## src/rtl/core/interference_aware_host_picker_macros.svh

```systemverilog
// ----------------------------------------------------------------------------
// Interference-aware host picker: assertion macros
// Shared concurrent assertion forms, clocked on clk and disabled in reset.
// ----------------------------------------------------------------------------
`ifndef INTERFERENCE_AWARE_HOST_PICKER_MACROS_SVH
`define INTERFERENCE_AWARE_HOST_PICKER_MACROS_SVH

// A condition that must hold at every clock edge out of reset.
`define IAHP_ASSERT_ALWAYS(label, cond, msg) \
  label: assert property (@(posedge clk) disable iff (rst) (cond)) else $error(msg);

// A consequent that must hold in the same cycle as its antecedent.
`define IAHP_ASSERT_IMP(label, ante, cons, msg) \
  label: assert property (@(posedge clk) disable iff (rst) (ante) |-> (cons)) else $error(msg);

`endif

```

## src/rtl/core/iahp_pkg.sv

```systemverilog
// ----------------------------------------------------------------------------
// Interference-aware host picker: package
// Record types, command and state codes, and the interference penalty table.
// ----------------------------------------------------------------------------
package iahp_pkg;

  // Interference factor is unsigned Q1.16; this is 1.0.
  localparam logic [16:0] ONE_Q16 = 17'h10000;

  typedef enum logic [1:0] {
    CMD_HOST  = 2'd0,
    CMD_SLOT  = 2'd1,
    CMD_PLACE = 2'd2,
    CMD_NONE  = 2'd3
  } cmd_t;

  typedef enum logic [2:0] {
    ST_IDLE,
    ST_HOST,
    ST_SLOT,
    ST_SCORE,
    ST_CMP,
    ST_DONE
  } state_t;

  // One host record as held in the host table.
  typedef struct packed {
    logic [15:0] ram;
    logic [15:0] disk;
    logic [15:0] net;
    logic [7:0]  cpus;
    logic [23:0] speed;
  } host_rec_t;

  // One task slot as held in the slot table.
  typedef struct packed {
    logic       busy;
    logic [1:0] kind;
  } slot_rec_t;

  // Kind three is treated as kind two.
  function automatic logic [1:0] clamp_kind(input logic [1:0] k);
    clamp_kind = (k == 2'd3) ? 2'd2 : k;
  endfunction

  // Penalty in Q0.16 for a request kind running beside a slot kind.
  function automatic logic [15:0] penalty(input logic [1:0] rk, input logic [1:0] sk);
    logic [3:0] sel;
    sel = {clamp_kind(rk), clamp_kind(sk)};
    case (sel)
      4'b00_00: penalty = 16'd61604;
      4'b00_01: penalty = 16'd62915;
      4'b00_10: penalty = 16'd59638;
      4'b01_00: penalty = 16'd60293;
      4'b01_01: penalty = 16'd55050;
      4'b01_10: penalty = 16'd55706;
      4'b10_00: penalty = 16'd51773;
      4'b10_01: penalty = 16'd50463;
      default:  penalty = 16'd42598;
    endcase
  endfunction

endpackage

```

## src/rtl/core/iahp_store.sv

```systemverilog
// ----------------------------------------------------------------------------
// Interference-aware host picker: host and slot tables
// Two single-port-write memories with registered reads, cleared by a sweep
// of one slot entry per cycle after reset.
// ----------------------------------------------------------------------------
module iahp_store
  import iahp_pkg::*;
#(
  parameter int NUM_HOSTS = 16,
  parameter int MAX_TASKS = 8,
  localparam int SLOTS = NUM_HOSTS * MAX_TASKS,
  localparam int HAW = (NUM_HOSTS > 1) ? $clog2(NUM_HOSTS) : 1,
  localparam int SAW = (SLOTS > 1) ? $clog2(SLOTS) : 1,
  localparam int SPW = $clog2(SLOTS + 1)
) (
  input  logic           clk,
  input  logic           rst,
  input  logic           host_we,
  input  logic [HAW-1:0] host_waddr,
  input  host_rec_t      host_wdata,
  input  logic           host_re,
  input  logic [HAW-1:0] host_raddr,
  output host_rec_t      host_rdata,
  input  logic           slot_we,
  input  logic [SAW-1:0] slot_waddr,
  input  slot_rec_t      slot_wdata,
  input  logic           slot_re,
  input  logic [SAW-1:0] slot_raddr,
  output slot_rec_t      slot_rdata,
  output logic           clearing
);

  host_rec_t      host_mem [NUM_HOSTS];
  slot_rec_t      slot_mem [SLOTS];
  logic [SPW-1:0] sweep;

  // Clearing sweep runs once after reset over every slot entry.
  always_ff @(posedge clk) begin
    if (rst) begin
      sweep    <= '0;
      clearing <= 1'b1;
    end else if (clearing) begin
      if (sweep == SPW'(SLOTS - 1)) begin
        clearing <= 1'b0;
      end
      sweep <= sweep + SPW'(1);
    end
  end

  // Host table write port; the sweep zeroes it alongside the slot table.
  always_ff @(posedge clk) begin
    if (clearing) begin
      if (sweep < SPW'(NUM_HOSTS)) begin
        host_mem[HAW'(sweep)] <= '0;
      end
    end else if (host_we) begin
      host_mem[host_waddr] <= host_wdata;
    end
  end

  // Slot table write port.
  always_ff @(posedge clk) begin
    if (clearing) begin
      slot_mem[sweep[SAW-1:0]] <= '0;
    end else if (slot_we) begin
      slot_mem[slot_waddr] <= slot_wdata;
    end
  end

  // Registered reads; data holds until the next read.
  always_ff @(posedge clk) begin
    if (host_re) begin
      host_rdata <= host_mem[host_raddr];
    end
    if (slot_re) begin
      slot_rdata <= slot_mem[slot_raddr];
    end
  end

endmodule

```

## src/rtl/core/interference_aware_host_picker.sv

```systemverilog
// ----------------------------------------------------------------------------
// Interference-aware host picker
// Keeps host resources and task slots, and on a placement request scores each
// host that fits as interference factor times speed, picking the first best.
// ----------------------------------------------------------------------------
//  channel | signals                      | direction | carries
//  in      | in_valid, in_stall, fields   | into      | table writes and requests
//  out     | out_valid, out_stall, fields | out of    | one result per request
//
// Table writes (cmd 0 and 1) are taken in idle. A request walks the hosts in order;
// a host that lacks a resource is skipped, and one that fits has each of its
// slots walked and is then scored and compared. The single shared multiplier is
// used once per slot and once for the score.
// After reset the tables are swept clear, with in_stall high. A finished result
// waits in the output register while the next item is taken; a second result
// waits until the first one has left.
// ----------------------------------------------------------------------------
`include "interference_aware_host_picker_macros.svh"

module interference_aware_host_picker
  import iahp_pkg::*;
#(
  parameter int NUM_HOSTS = 16,
  parameter int MAX_TASKS = 8
) (
  input  logic        clk,
  input  logic        rst,
  input  logic        in_valid,
  output logic        in_stall,
  input  logic [1:0]  cmd,
  input  logic [3:0]  host_index,
  input  logic [2:0]  slot_index,
  input  logic        slot_busy,
  input  logic [1:0]  kind,
  input  logic [15:0] ram_amount,
  input  logic [15:0] disk_amount,
  input  logic [15:0] net_amount,
  input  logic [7:0]  cpu_amount,
  input  logic [23:0] speed_value,
  output logic        out_valid,
  input  logic        out_stall,
  output logic        found,
  output logic [3:0]  chosen_host,
  output logic [39:0] best_score
);

  localparam int SLOTS = NUM_HOSTS * MAX_TASKS;
  localparam int HAW = (NUM_HOSTS > 1) ? $clog2(NUM_HOSTS) : 1;
  localparam int SAW = (SLOTS > 1) ? $clog2(SLOTS) : 1;
  localparam int SPW = $clog2(SLOTS + 1);
  localparam int SCW = (MAX_TASKS > 1) ? $clog2(MAX_TASKS) : 1;

  state_t         state, state_next;
  logic [HAW-1:0] host_ptr;
  logic [SCW-1:0] slot_cnt;
  logic [SPW-1:0] slot_ptr;
  logic [16:0]    factor;
  logic [39:0]    score_q;
  logic [39:0]    best;
  logic [HAW-1:0] best_host;
  logic           hit;
  logic [15:0]    req_ram;
  logic [15:0]    req_disk;
  logic [15:0]    req_net;
  logic [7:0]     req_cpu;
  logic [1:0]     req_kind;

  logic           accept;
  logic           host_ok;
  logic           slot_ok;
  logic           fits;
  logic           host_last;
  logic           slot_last;
  logic           out_free;
  logic           better;
  logic [23:0]    mul_b;
  logic [40:0]    product;

  logic           host_we;
  logic           host_re;
  logic [HAW-1:0] host_raddr;
  host_rec_t      host_wdata;
  host_rec_t      host_rdata;
  logic           slot_we;
  logic           slot_re;
  logic [SAW-1:0] slot_waddr;
  slot_rec_t      slot_wdata;
  slot_rec_t      slot_rdata;
  logic           clearing;

  iahp_store #(
    .NUM_HOSTS(NUM_HOSTS),
    .MAX_TASKS(MAX_TASKS)
  ) u_store (
    .clk        (clk),
    .rst        (rst),
    .host_we    (host_we),
    .host_waddr (HAW'(host_index)),
    .host_wdata (host_wdata),
    .host_re    (host_re),
    .host_raddr (host_raddr),
    .host_rdata (host_rdata),
    .slot_we    (slot_we),
    .slot_waddr (slot_waddr),
    .slot_wdata (slot_wdata),
    .slot_re    (slot_re),
    .slot_raddr (slot_ptr[SAW-1:0]),
    .slot_rdata (slot_rdata),
    .clearing   (clearing)
  );

  // Handshake and address decode for table writes.
  assign in_stall   = clearing || (state != ST_IDLE);
  assign accept     = in_valid && !in_stall;
  assign out_free   = !out_valid || !out_stall;
  assign host_ok    = 32'(host_index) < NUM_HOSTS;
  assign slot_ok    = 32'(slot_index) < MAX_TASKS;
  assign slot_waddr = SAW'(32'(host_index) * MAX_TASKS + 32'(slot_index));
  assign host_wdata = '{ram: ram_amount, disk: disk_amount, net: net_amount,
                        cpus: cpu_amount, speed: speed_value};
  assign slot_wdata = '{busy: slot_busy, kind: kind};

  // Scan status for the host and slot under work.
  assign fits = (host_rdata.ram >= req_ram) && (host_rdata.disk >= req_disk) &&
                (host_rdata.net >= req_net) && (host_rdata.cpus >= req_cpu);
  assign host_last = (host_ptr == HAW'(NUM_HOSTS - 1));
  assign slot_last = (slot_cnt == SCW'(MAX_TASKS - 1));
  assign better    = score_q > best;

  // Shared multiplier: penalty steps during the slot walk, speed for the score.
  assign mul_b   = (state == ST_SCORE) ? host_rdata.speed
                                       : {8'd0, penalty(req_kind, slot_rdata.kind)};
  assign product = 41'(factor) * 41'(mul_b);

  // State register.
  always_ff @(posedge clk) begin
    if (rst) begin
      state <= ST_IDLE;
    end else begin
      state <= state_next;
    end
  end

  // Next state and table port control.
  always_comb begin
    state_next = state;
    host_we    = 1'b0;
    slot_we    = 1'b0;
    host_re    = 1'b0;
    slot_re    = 1'b0;
    host_raddr = host_ptr + HAW'(1);
    unique case (state)
      ST_IDLE: begin
        if (accept) begin
          unique case (cmd)
            CMD_HOST:  host_we = host_ok;
            CMD_SLOT:  slot_we = host_ok && slot_ok;
            CMD_PLACE: begin
              host_re    = 1'b1;
              host_raddr = '0;
              state_next = ST_HOST;
            end
            default: ;
          endcase
        end
      end
      ST_HOST: begin
        if (fits) begin
          slot_re    = 1'b1;
          state_next = ST_SLOT;
        end else if (host_last) begin
          state_next = ST_DONE;
        end else begin
          host_re = 1'b1;
        end
      end
      ST_SLOT: begin
        if (slot_last) begin
          state_next = ST_SCORE;
        end else begin
          slot_re = 1'b1;
        end
      end
      ST_SCORE: state_next = ST_CMP;
      ST_CMP: begin
        if (host_last) begin
          state_next = ST_DONE;
        end else begin
          host_re    = 1'b1;
          state_next = ST_HOST;
        end
      end
      ST_DONE: begin
        if (out_free) begin
          state_next = ST_IDLE;
        end
      end
      default: state_next = ST_IDLE;
    endcase
  end

  // Request datapath: pointers, factor, running best.
  always_ff @(posedge clk) begin
    if (rst) begin
      factor <= ONE_Q16;
    end else begin
      case (state)
        ST_IDLE: begin
          if (accept && (cmd == CMD_PLACE)) begin
            req_ram   <= ram_amount;
            req_disk  <= disk_amount;
            req_net   <= net_amount;
            req_cpu   <= cpu_amount;
            req_kind  <= clamp_kind(kind);
            host_ptr  <= '0;
            slot_ptr  <= '0;
            best      <= '0;
            best_host <= '0;
            hit       <= 1'b0;
          end
        end
        ST_HOST: begin
          factor   <= ONE_Q16;
          slot_cnt <= '0;
          if (fits) begin
            slot_ptr <= slot_ptr + SPW'(1);
          end else begin
            slot_ptr <= slot_ptr + SPW'(MAX_TASKS);
            if (!host_last) begin
              host_ptr <= host_ptr + HAW'(1);
            end
          end
        end
        ST_SLOT: begin
          if (slot_rdata.busy) begin
            factor <= product[32:16];
          end
          slot_cnt <= slot_cnt + SCW'(1);
          if (!slot_last) begin
            slot_ptr <= slot_ptr + SPW'(1);
          end
        end
        ST_SCORE: score_q <= product[39:0];
        ST_CMP: begin
          if (better) begin
            best      <= score_q;
            best_host <= host_ptr;
            hit       <= 1'b1;
          end
          if (!host_last) begin
            host_ptr <= host_ptr + HAW'(1);
          end
        end
        default: ;
      endcase
    end
  end

  // Output register holds one result item until it is taken.
  always_ff @(posedge clk) begin
    if (rst) begin
      out_valid <= 1'b0;
    end else if ((state == ST_DONE) && out_free) begin
      out_valid <= 1'b1;
    end else if (!out_stall) begin
      out_valid <= 1'b0;
    end
  end

  always_ff @(posedge clk) begin
    if ((state == ST_DONE) && out_free) begin
      found       <= hit;
      chosen_host <= 4'(best_host);
      best_score  <= best;
    end
  end

  // The factor only ever shrinks from 1.0.
  `IAHP_ASSERT_ALWAYS(a_factor_max, factor <= ONE_Q16, "interference factor above 1.0")
  // No item is taken while the tables are being cleared.
  `IAHP_ASSERT_IMP(a_clear_stall, clearing, in_stall, "item accepted during clearing")
  // A not-found result carries zero index and zero score.
  `IAHP_ASSERT_IMP(a_miss_zero, out_valid && !found, (~|{chosen_host, best_score}), "miss data")

endmodule

```

## config.mk

```make
export PLATFORM = sky130hd
export DESIGN_NAME = interference_aware_host_picker
export DESIGN_NICKNAME = d
export VERILOG_FILES = /design/src/rtl/core/iahp_pkg.sv /design/src/rtl/core/iahp_store.sv /design/src/rtl/core/interference_aware_host_picker.sv
export VERILOG_INCLUDE_DIRS = /design/src /design/src/rtl/core
export SDC_FILE = /design/constraint.sdc
export NUM_CORES = 2
export LEC_CHECK = 0
export ABC_AREA = 0
export BUFFER_PORTS_ARGS = -buffer_cell sky130_fd_sc_hd__clkbuf_2
export CORE_ASPECT_RATIO = 1.75
export CORE_MARGIN = 3
export CORE_UTILIZATION = 40
export DETAILED_ROUTE_END_ITERATION = 8
export PLACE_DENSITY = 0.54
export SLEW_MARGIN = 40
export SYNTH_ARGS = -nofsm -noshare
export SYNTH_HDL_FRONTEND = slang
export SYNTH_HIERARCHICAL = 1
export SYNTH_SLANG_ARGS = --single-unit
```

## constraint.sdc

```tcl
create_clock -name clk -period 9 [get_ports clk]
set_clock_uncertainty 0.05 [all_clocks]
set_input_delay 0.45 -clock clk [delete_from_list [all_inputs] [get_ports clk]]
set_output_delay 0.45 -clock clk [all_outputs]
set_load 0.02 [all_outputs]
```

# Word level (Yosys, flattened, before mapping)
# Memories as Yosys holds them, arrays and structs flattened. A register that Yosys moved wholly into a read port is not among the register bits.
# Cells that the tools add are included.
# word_totals
romBits,240
ff_bits,233
in_bits,96
elab_cells,157
n_memories,3
ram_bits,1664
# mem_list
name,words,word_bits,rd,rd_clocked_by_memory_dff,write_ports,line,rtl
u_store.host_mem,16,80,1,1,1,iahp_store.sv:33,host_rec_t host_mem [NUM_HOSTS];
u_store.slot_mem,128,3,1,1,1,iahp_store.sv:34,slot_rec_t slot_mem [SLOTS];
(no name shown),16,15,1,0,0,iahp_pkg.sv:50,case (sel)
# classes
bitwise,1
mux,68
multipliers,1
reduce_logical,28
n_lt_le_gt_ge,6
add_sub_neg,6
n_eq_ne,24
# op_table
op,count
40-bit two-way mux,2
80-bit two-way mux,1
40-bit case mux with 2 select lines,1
80-bit OR reduction,1
16-bit >= comparator,3
40-bit > comparator,1
17-bit by 24-bit multiplier with 40-bit output,1
17-bit case mux with 2 select lines,1
4-bit two-way mux,8
1-bit two-way mux,31
24-bit two-way mux,1
3-bit two-way mux,8
8-bit two-way mux,3
8-bit case mux with 3 select lines,1
3-bit case mux with 6 select lines,1
17-bit two-way mux,1
"8-bit by 1-bit adder with 8-bit output, second input constant",2
"2-bit inequality test, second input constant",8
4-bit case mux with 3 select lines,1
4-bit AND reduction,3
"3-bit equality test, second input constant",3
3-bit nonzero test,3
"8-bit by 4-bit adder with 8-bit output, second input constant",1
"2-bit equality test, second input constant",4
other kinds (29),44

# Depth between registers and ports, before layout
# depth
ltp_word,11
depth_mapped,29
depth_no_buf,27

# Hierarchy
# Netlist, hierarchy kept.
# modules_own_cells
module,cells_each,area_each_um2,n_inst,seq_area_each_um2
iahp_store,2780,66870.4,1,52640.5
interference_aware_host_picker,2349,23403.7,1,6486.2

# Worst setup path after synthesis
# OpenSTA, ideal clock, no wires.
# synth_path
path_kind,reg-to-reg
start,register state[0]
end,register score_q[36] (data pin)
required_ns,8.679
path_stages_with_launch,27
slack_ns,1.649
n_path_buf,3
setup_time_ns,0.271
arrival_time_ns,7.030
cell_sequence,dfxtp_1 -> nor2b_1 -> and2_1 -> clkbuf_1 -> buf_2 -> nand2_1 -> o21ai_1 -> clkbuf_1 -> nand2_1 -> fa_1 -> fa_1 -> inv_1 -> fa_1 -> fa_1 -> fa_1 -> inv_1 -> fa_1 -> inv_1 -> ha_1 -> a21o_1 -> a2111oi_4 -> a21oi_2 -> nor4_4 -> o31ai_4 -> a221oi_4 -> mux2i_1 -> o2111ai_1
# synth_via
elab_chain_cells,3
# synth_rtl
element,line,rtl
"start, declared",interference_aware_host_picker.sv:53,"state_t state, state_next;"
"start signal, assigned",interference_aware_host_picker.sv:140,state <= state_next;
3-bit by 2-bit equality test with 1-bit output,interference_aware_host_picker.sv:131,assign mul_b = (state == ST_SCORE) ? host_rdata.speed
24-bit two-way mux,interference_aware_host_picker.sv:131,
17-bit by 24-bit multiplier with 40-bit output,interference_aware_host_picker.sv:133,assign product = 41'(factor) * 41'(mul_b);
named net product[36],interference_aware_host_picker.sv:77,logic [40:0] product;
"end signal, assigned",interference_aware_host_picker.sv:243,ST_SCORE: score_q <= product[39:0];
"end, declared",interference_aware_host_picker.sv:58,logic [39:0] score_q;
# The timed path passes the listed nets, and every way through them passes these cells.
# A chain may end at the register's enable or synchronous reset.

# Worst setup path after layout
# layout_path
start,register state[0]
end,register score_q[39] (data pin)
# The elaborated chain is that of the path after synthesis.

==> impl_metrics.csv <==
group,metric,value,unit
timing,setup_tns,0,ns
cells_and_area,final_area,102000,µm²
cells_and_area,syn_to_final_growth,12.9,%
detailed_routing,wl,223000,µm
clock_tree,tritoncts,"yes",
detailed_routing,vias,45800,
cells_and_area,drive_above_1_share,0.201,
setup_path,crit_type,"register to register",
timing,finalSetupViolCount,0,
global_route,grt_max_degree,114,
outcome,outcome,"finished clean",
detailed_routing,ant_nets,0,
synthesis,syn-num-nets,5766,
timing,worst_slew_margin_rel,0.412,
detailed_routing,via_per_inst,5.41,
global_route,track_usage,0.195,
placed_design,gp_congestion,0.819,
synthesis,synth_ff_type,"edfxtp_1",
die,core,224000,µm²
clock_tree,cts_buffers,189,
setup_path,cp_max_fo,17,
die,row_count,230,
placed_design,portBuffers,142,
die,initial_utilization,0.402,
pwr,ir_worst_vdd,0.206,mV
global_route,grt_antenna_before_repair,19,
setup_path,endpoint_kind,"register",
synthesis,syn-cell-area,90300,µm²
die,dieWidth,365,µm
cells_and_area,final_cells,8468,
timing,setup_ws,0.605,ns
synthesis,ys_ff_latch,1979,
setup_path,worst-path-buf-inv,5,
detailed_routing,drt_first_pass_iters,5,
timing,hold_viol_final,0,
setup_path,rrSetupSlack,0.61,ns
run,max_cap_viol_count,0,
placed_design,placed_area,95300,µm²
setup_path,critical-path-max-stage-delay,0.64,ns
hold_path,hold_path_class,"primary input to register",
synthesis,yosysWarnings,6,
detailed_routing,wl_per_cell,26.4,µm
cells_and_area,mostFrequentLayoutCell,"edfxtp_1",
global_route,grt_pass1_vias,49700,
die,die_area,232000,µm²
setup_path,path_common_cell,"fa_1",
clock_tree,cts_sinks,1979,
cells_and_area,multi_input_area,28700,µm²
die,chipHeight,634,µm
cells_and_area,final_core_util,0.454,
timing,post-route-period-util,0.933,
synthesis,async_reset_ff_frac,0,
clock_tree,htree_levels,4,
setup_path,timing.rr.start,"state[0]$_SDFFE_PP0P_",
setup_path,worstPathArrival,8.84,ns
cells_and_area,fin_nets,6051,
clock_tree,cts_buffer_depth,4,
setup_path,crit_family,"adder cells",
synthesis,netlist_instances,5129,
timing,worst_slew_pin_slew,0.882,ns
synthesis,ys_seq_area_frac,0.655,
cells_and_area,nFillCells,19500,
hold_path,min_to,"req_net[7]$_DFFE_PP_",
pwr,p_leak,0.0388,µW
placed_design,dp_worst_setup_slack,0.787,ns
global_route,grt.overflow.total,0,
die,pin_count,143,
detailed_routing,drc_errors,0,
setup_path,r2r_cells,26,
hold_path,whs_path_depth,1,
pwr,cellPowerDensity,185,nW/µm²
cells_and_area,ff_latch_area,59100,µm²
synthesis,avgSynthCellArea,17.6,µm²
synthesis,synth.distinct_cells,75,
clock_tree,cts_root_buf,"clkbuf_16",
setup_path,rr_endpoint,"score_q[39]$_DFFE_PP_",
timing,finalCriticalPeriod,8.39,ns
hold_path,hold_start,"net_amount[7]",
placed_design,dp.cells,8063,
setup_path,path_depth,26,
setup_path,cp_slowest_cell,"o21a_1",
timing,finalMaxSlewViolations,0,
timing,max_freq,119,MHz
placed_design,place_hpwl,134000,µm
timing,rsz0062_at_grt,"no",
global_route,grt_pass1_wl,332000,µm
synthesis,synth-edff-count,1949,
cells_and_area,mostFrequentLayoutCells,"edfxtp_1, mux4_2, inv_1",
setup_path,startpoint_type,"register",
clock_tree,clk_latency,0.83,ns
setup_path,critPathRequiredTime,9.45,ns
detailed_routing,drtIter0Drc,3170,
clock_tree,clk_pin_slew_worst_paths,0.07,ns
[power breakdown]
group	leakage, µW	internal (µW)	switching [µW]
clock network	0.00288	4360	3400
logic	0.0147	326	508
registers	0.0212	10200	45.7
[final cells by class]
type | count | share of cell area
diodes | 8 | 0.000196
clock buffers | 233 | 0.0493
clock inverters | 104 | 0.00852
inverters | 506 | 0.0186
multi-input cells | 2410 | 0.281
flip-flops and latches | 1979 | 0.580
well taps | 2900 | 0.0356
repair buffers | 328 | 0.0262
[cell usage after synthesis (3+ instances only)]
library cell | n | area [µm²]
a2111oi_0 | 3 | 26.3
a211oi_1 | 7 | 52.6
a21o_1 | 44 | 330
a21oi_1 | 81 | 405
a221oi_1 | 5 | 43.8
a31oi_1 | 11 | 68.8
and2_1 | 280 | 1750
and3_1 | 17 | 106
buf_1 | 39 | 146
buf_2 | 6 | 30.0
buf_6 | 3 | 33.8
clkbuf_1 | 184 | 691
dfxtp_1 | 30 | 601
edfxtp_1 | 1949 | 58500
fa_1 | 328 | 6570
ha_1 | 213 | 2670
inv_1 | 506 | 1900
mux2_2 | 6 | 67.6
mux2i_1 | 9 | 90.1
mux4_2 | 526 | 11800
nand2_1 | 351 | 1320
nand2b_1 | 18 | 113
nand3_1 | 30 | 150
nand4_1 | 19 | 119
nand4b_1 | 3 | 26.3
nand4bb_1 | 7 | 78.8
nor2_1 | 226 | 848
nor2b_1 | 19 | 119
nor3_1 | 25 | 125
nor3b_1 | 8 | 60.1
nor4_1 | 6 | 37.5
o211ai_1 | 3 | 22.5
o21a_1 | 11 | 82.6
o21ai_0 | 42 | 210
o21ai_1 | 6 | 30.0
o21bai_1 | 3 | 22.5
o31ai_1 | 7 | 52.6
or4_1 | 3 | 22.5
xnor2_1 | 34 | 298
xor2_1 | 16 | 140
[what timing repair did]
item	in CTS	in global routing
hold endpoints to repair	58	0
resized for setup	0	0
hold buffers	58	0
setup buffers	0	0
[metrics by stage]
stage          total power, µW  hold slack [ns]
6_report                 18800           0.0621
5_1_grt                  19400           0.0254
4_1_cts                  19100           0.0533
3_5_place_dp             11300            0.357
3_3_place_gp             11200            0.356
2_1_floorplan            10900            0.350
[registers in the layout, indices dropped and copies added (netlist names), 8 cells and up]
signal              flops
score_q                40
req_ram                16
req_net                16
u_store/host_rdata     80
req_disk               16
u_store/sweep           8
factor                 17
best                   40
best_score             40
u_store/slot_mem      384
u_store/host_mem     1280
req_cpu                 8
[metal layers]
metal	GRT usage	routed length, µm
met1	0.243	89300
met2	0.354	119000
met3	0.0276	8970
met4	0.0529	6100
met5	0	91
[worst max-delay path by stage]
stage | from | end | slack [ns]
5_1_grt | state[0]$_SDFFE_PP0P_ | score_q[39]$_DFFE_PP_ | 0.20
2_1_floorplan | state[0]$_SDFFE_PP0P_ | score_q[36]$_DFFE_PP_ | 1.65
3_3_place_gp | state[0]$_SDFFE_PP0P_ | score_q[39]$_DFFE_PP_ | 0.89
6_report | state[0]$_SDFFE_PP0P_ | score_q[39]$_DFFE_PP_ | 0.61
4_1_cts | state[0]$_SDFFE_PP0P_ | score_q[39]$_DFFE_PP_ | 0.66
3_5_place_dp | state[0]$_SDFFE_PP0P_ | score_q[39]$_DFFE_PP_ | 0.79
[kinds of logic after synthesis]
family          share of synthesized area
compound gates                     0.0185
simple gates                       0.0553
flops                               0.655
fa+ha+maj                           0.102
buf+inv                            0.0312
mux                                 0.133
xor+xnor                          0.00485
(Power assumes the default switching activity.)
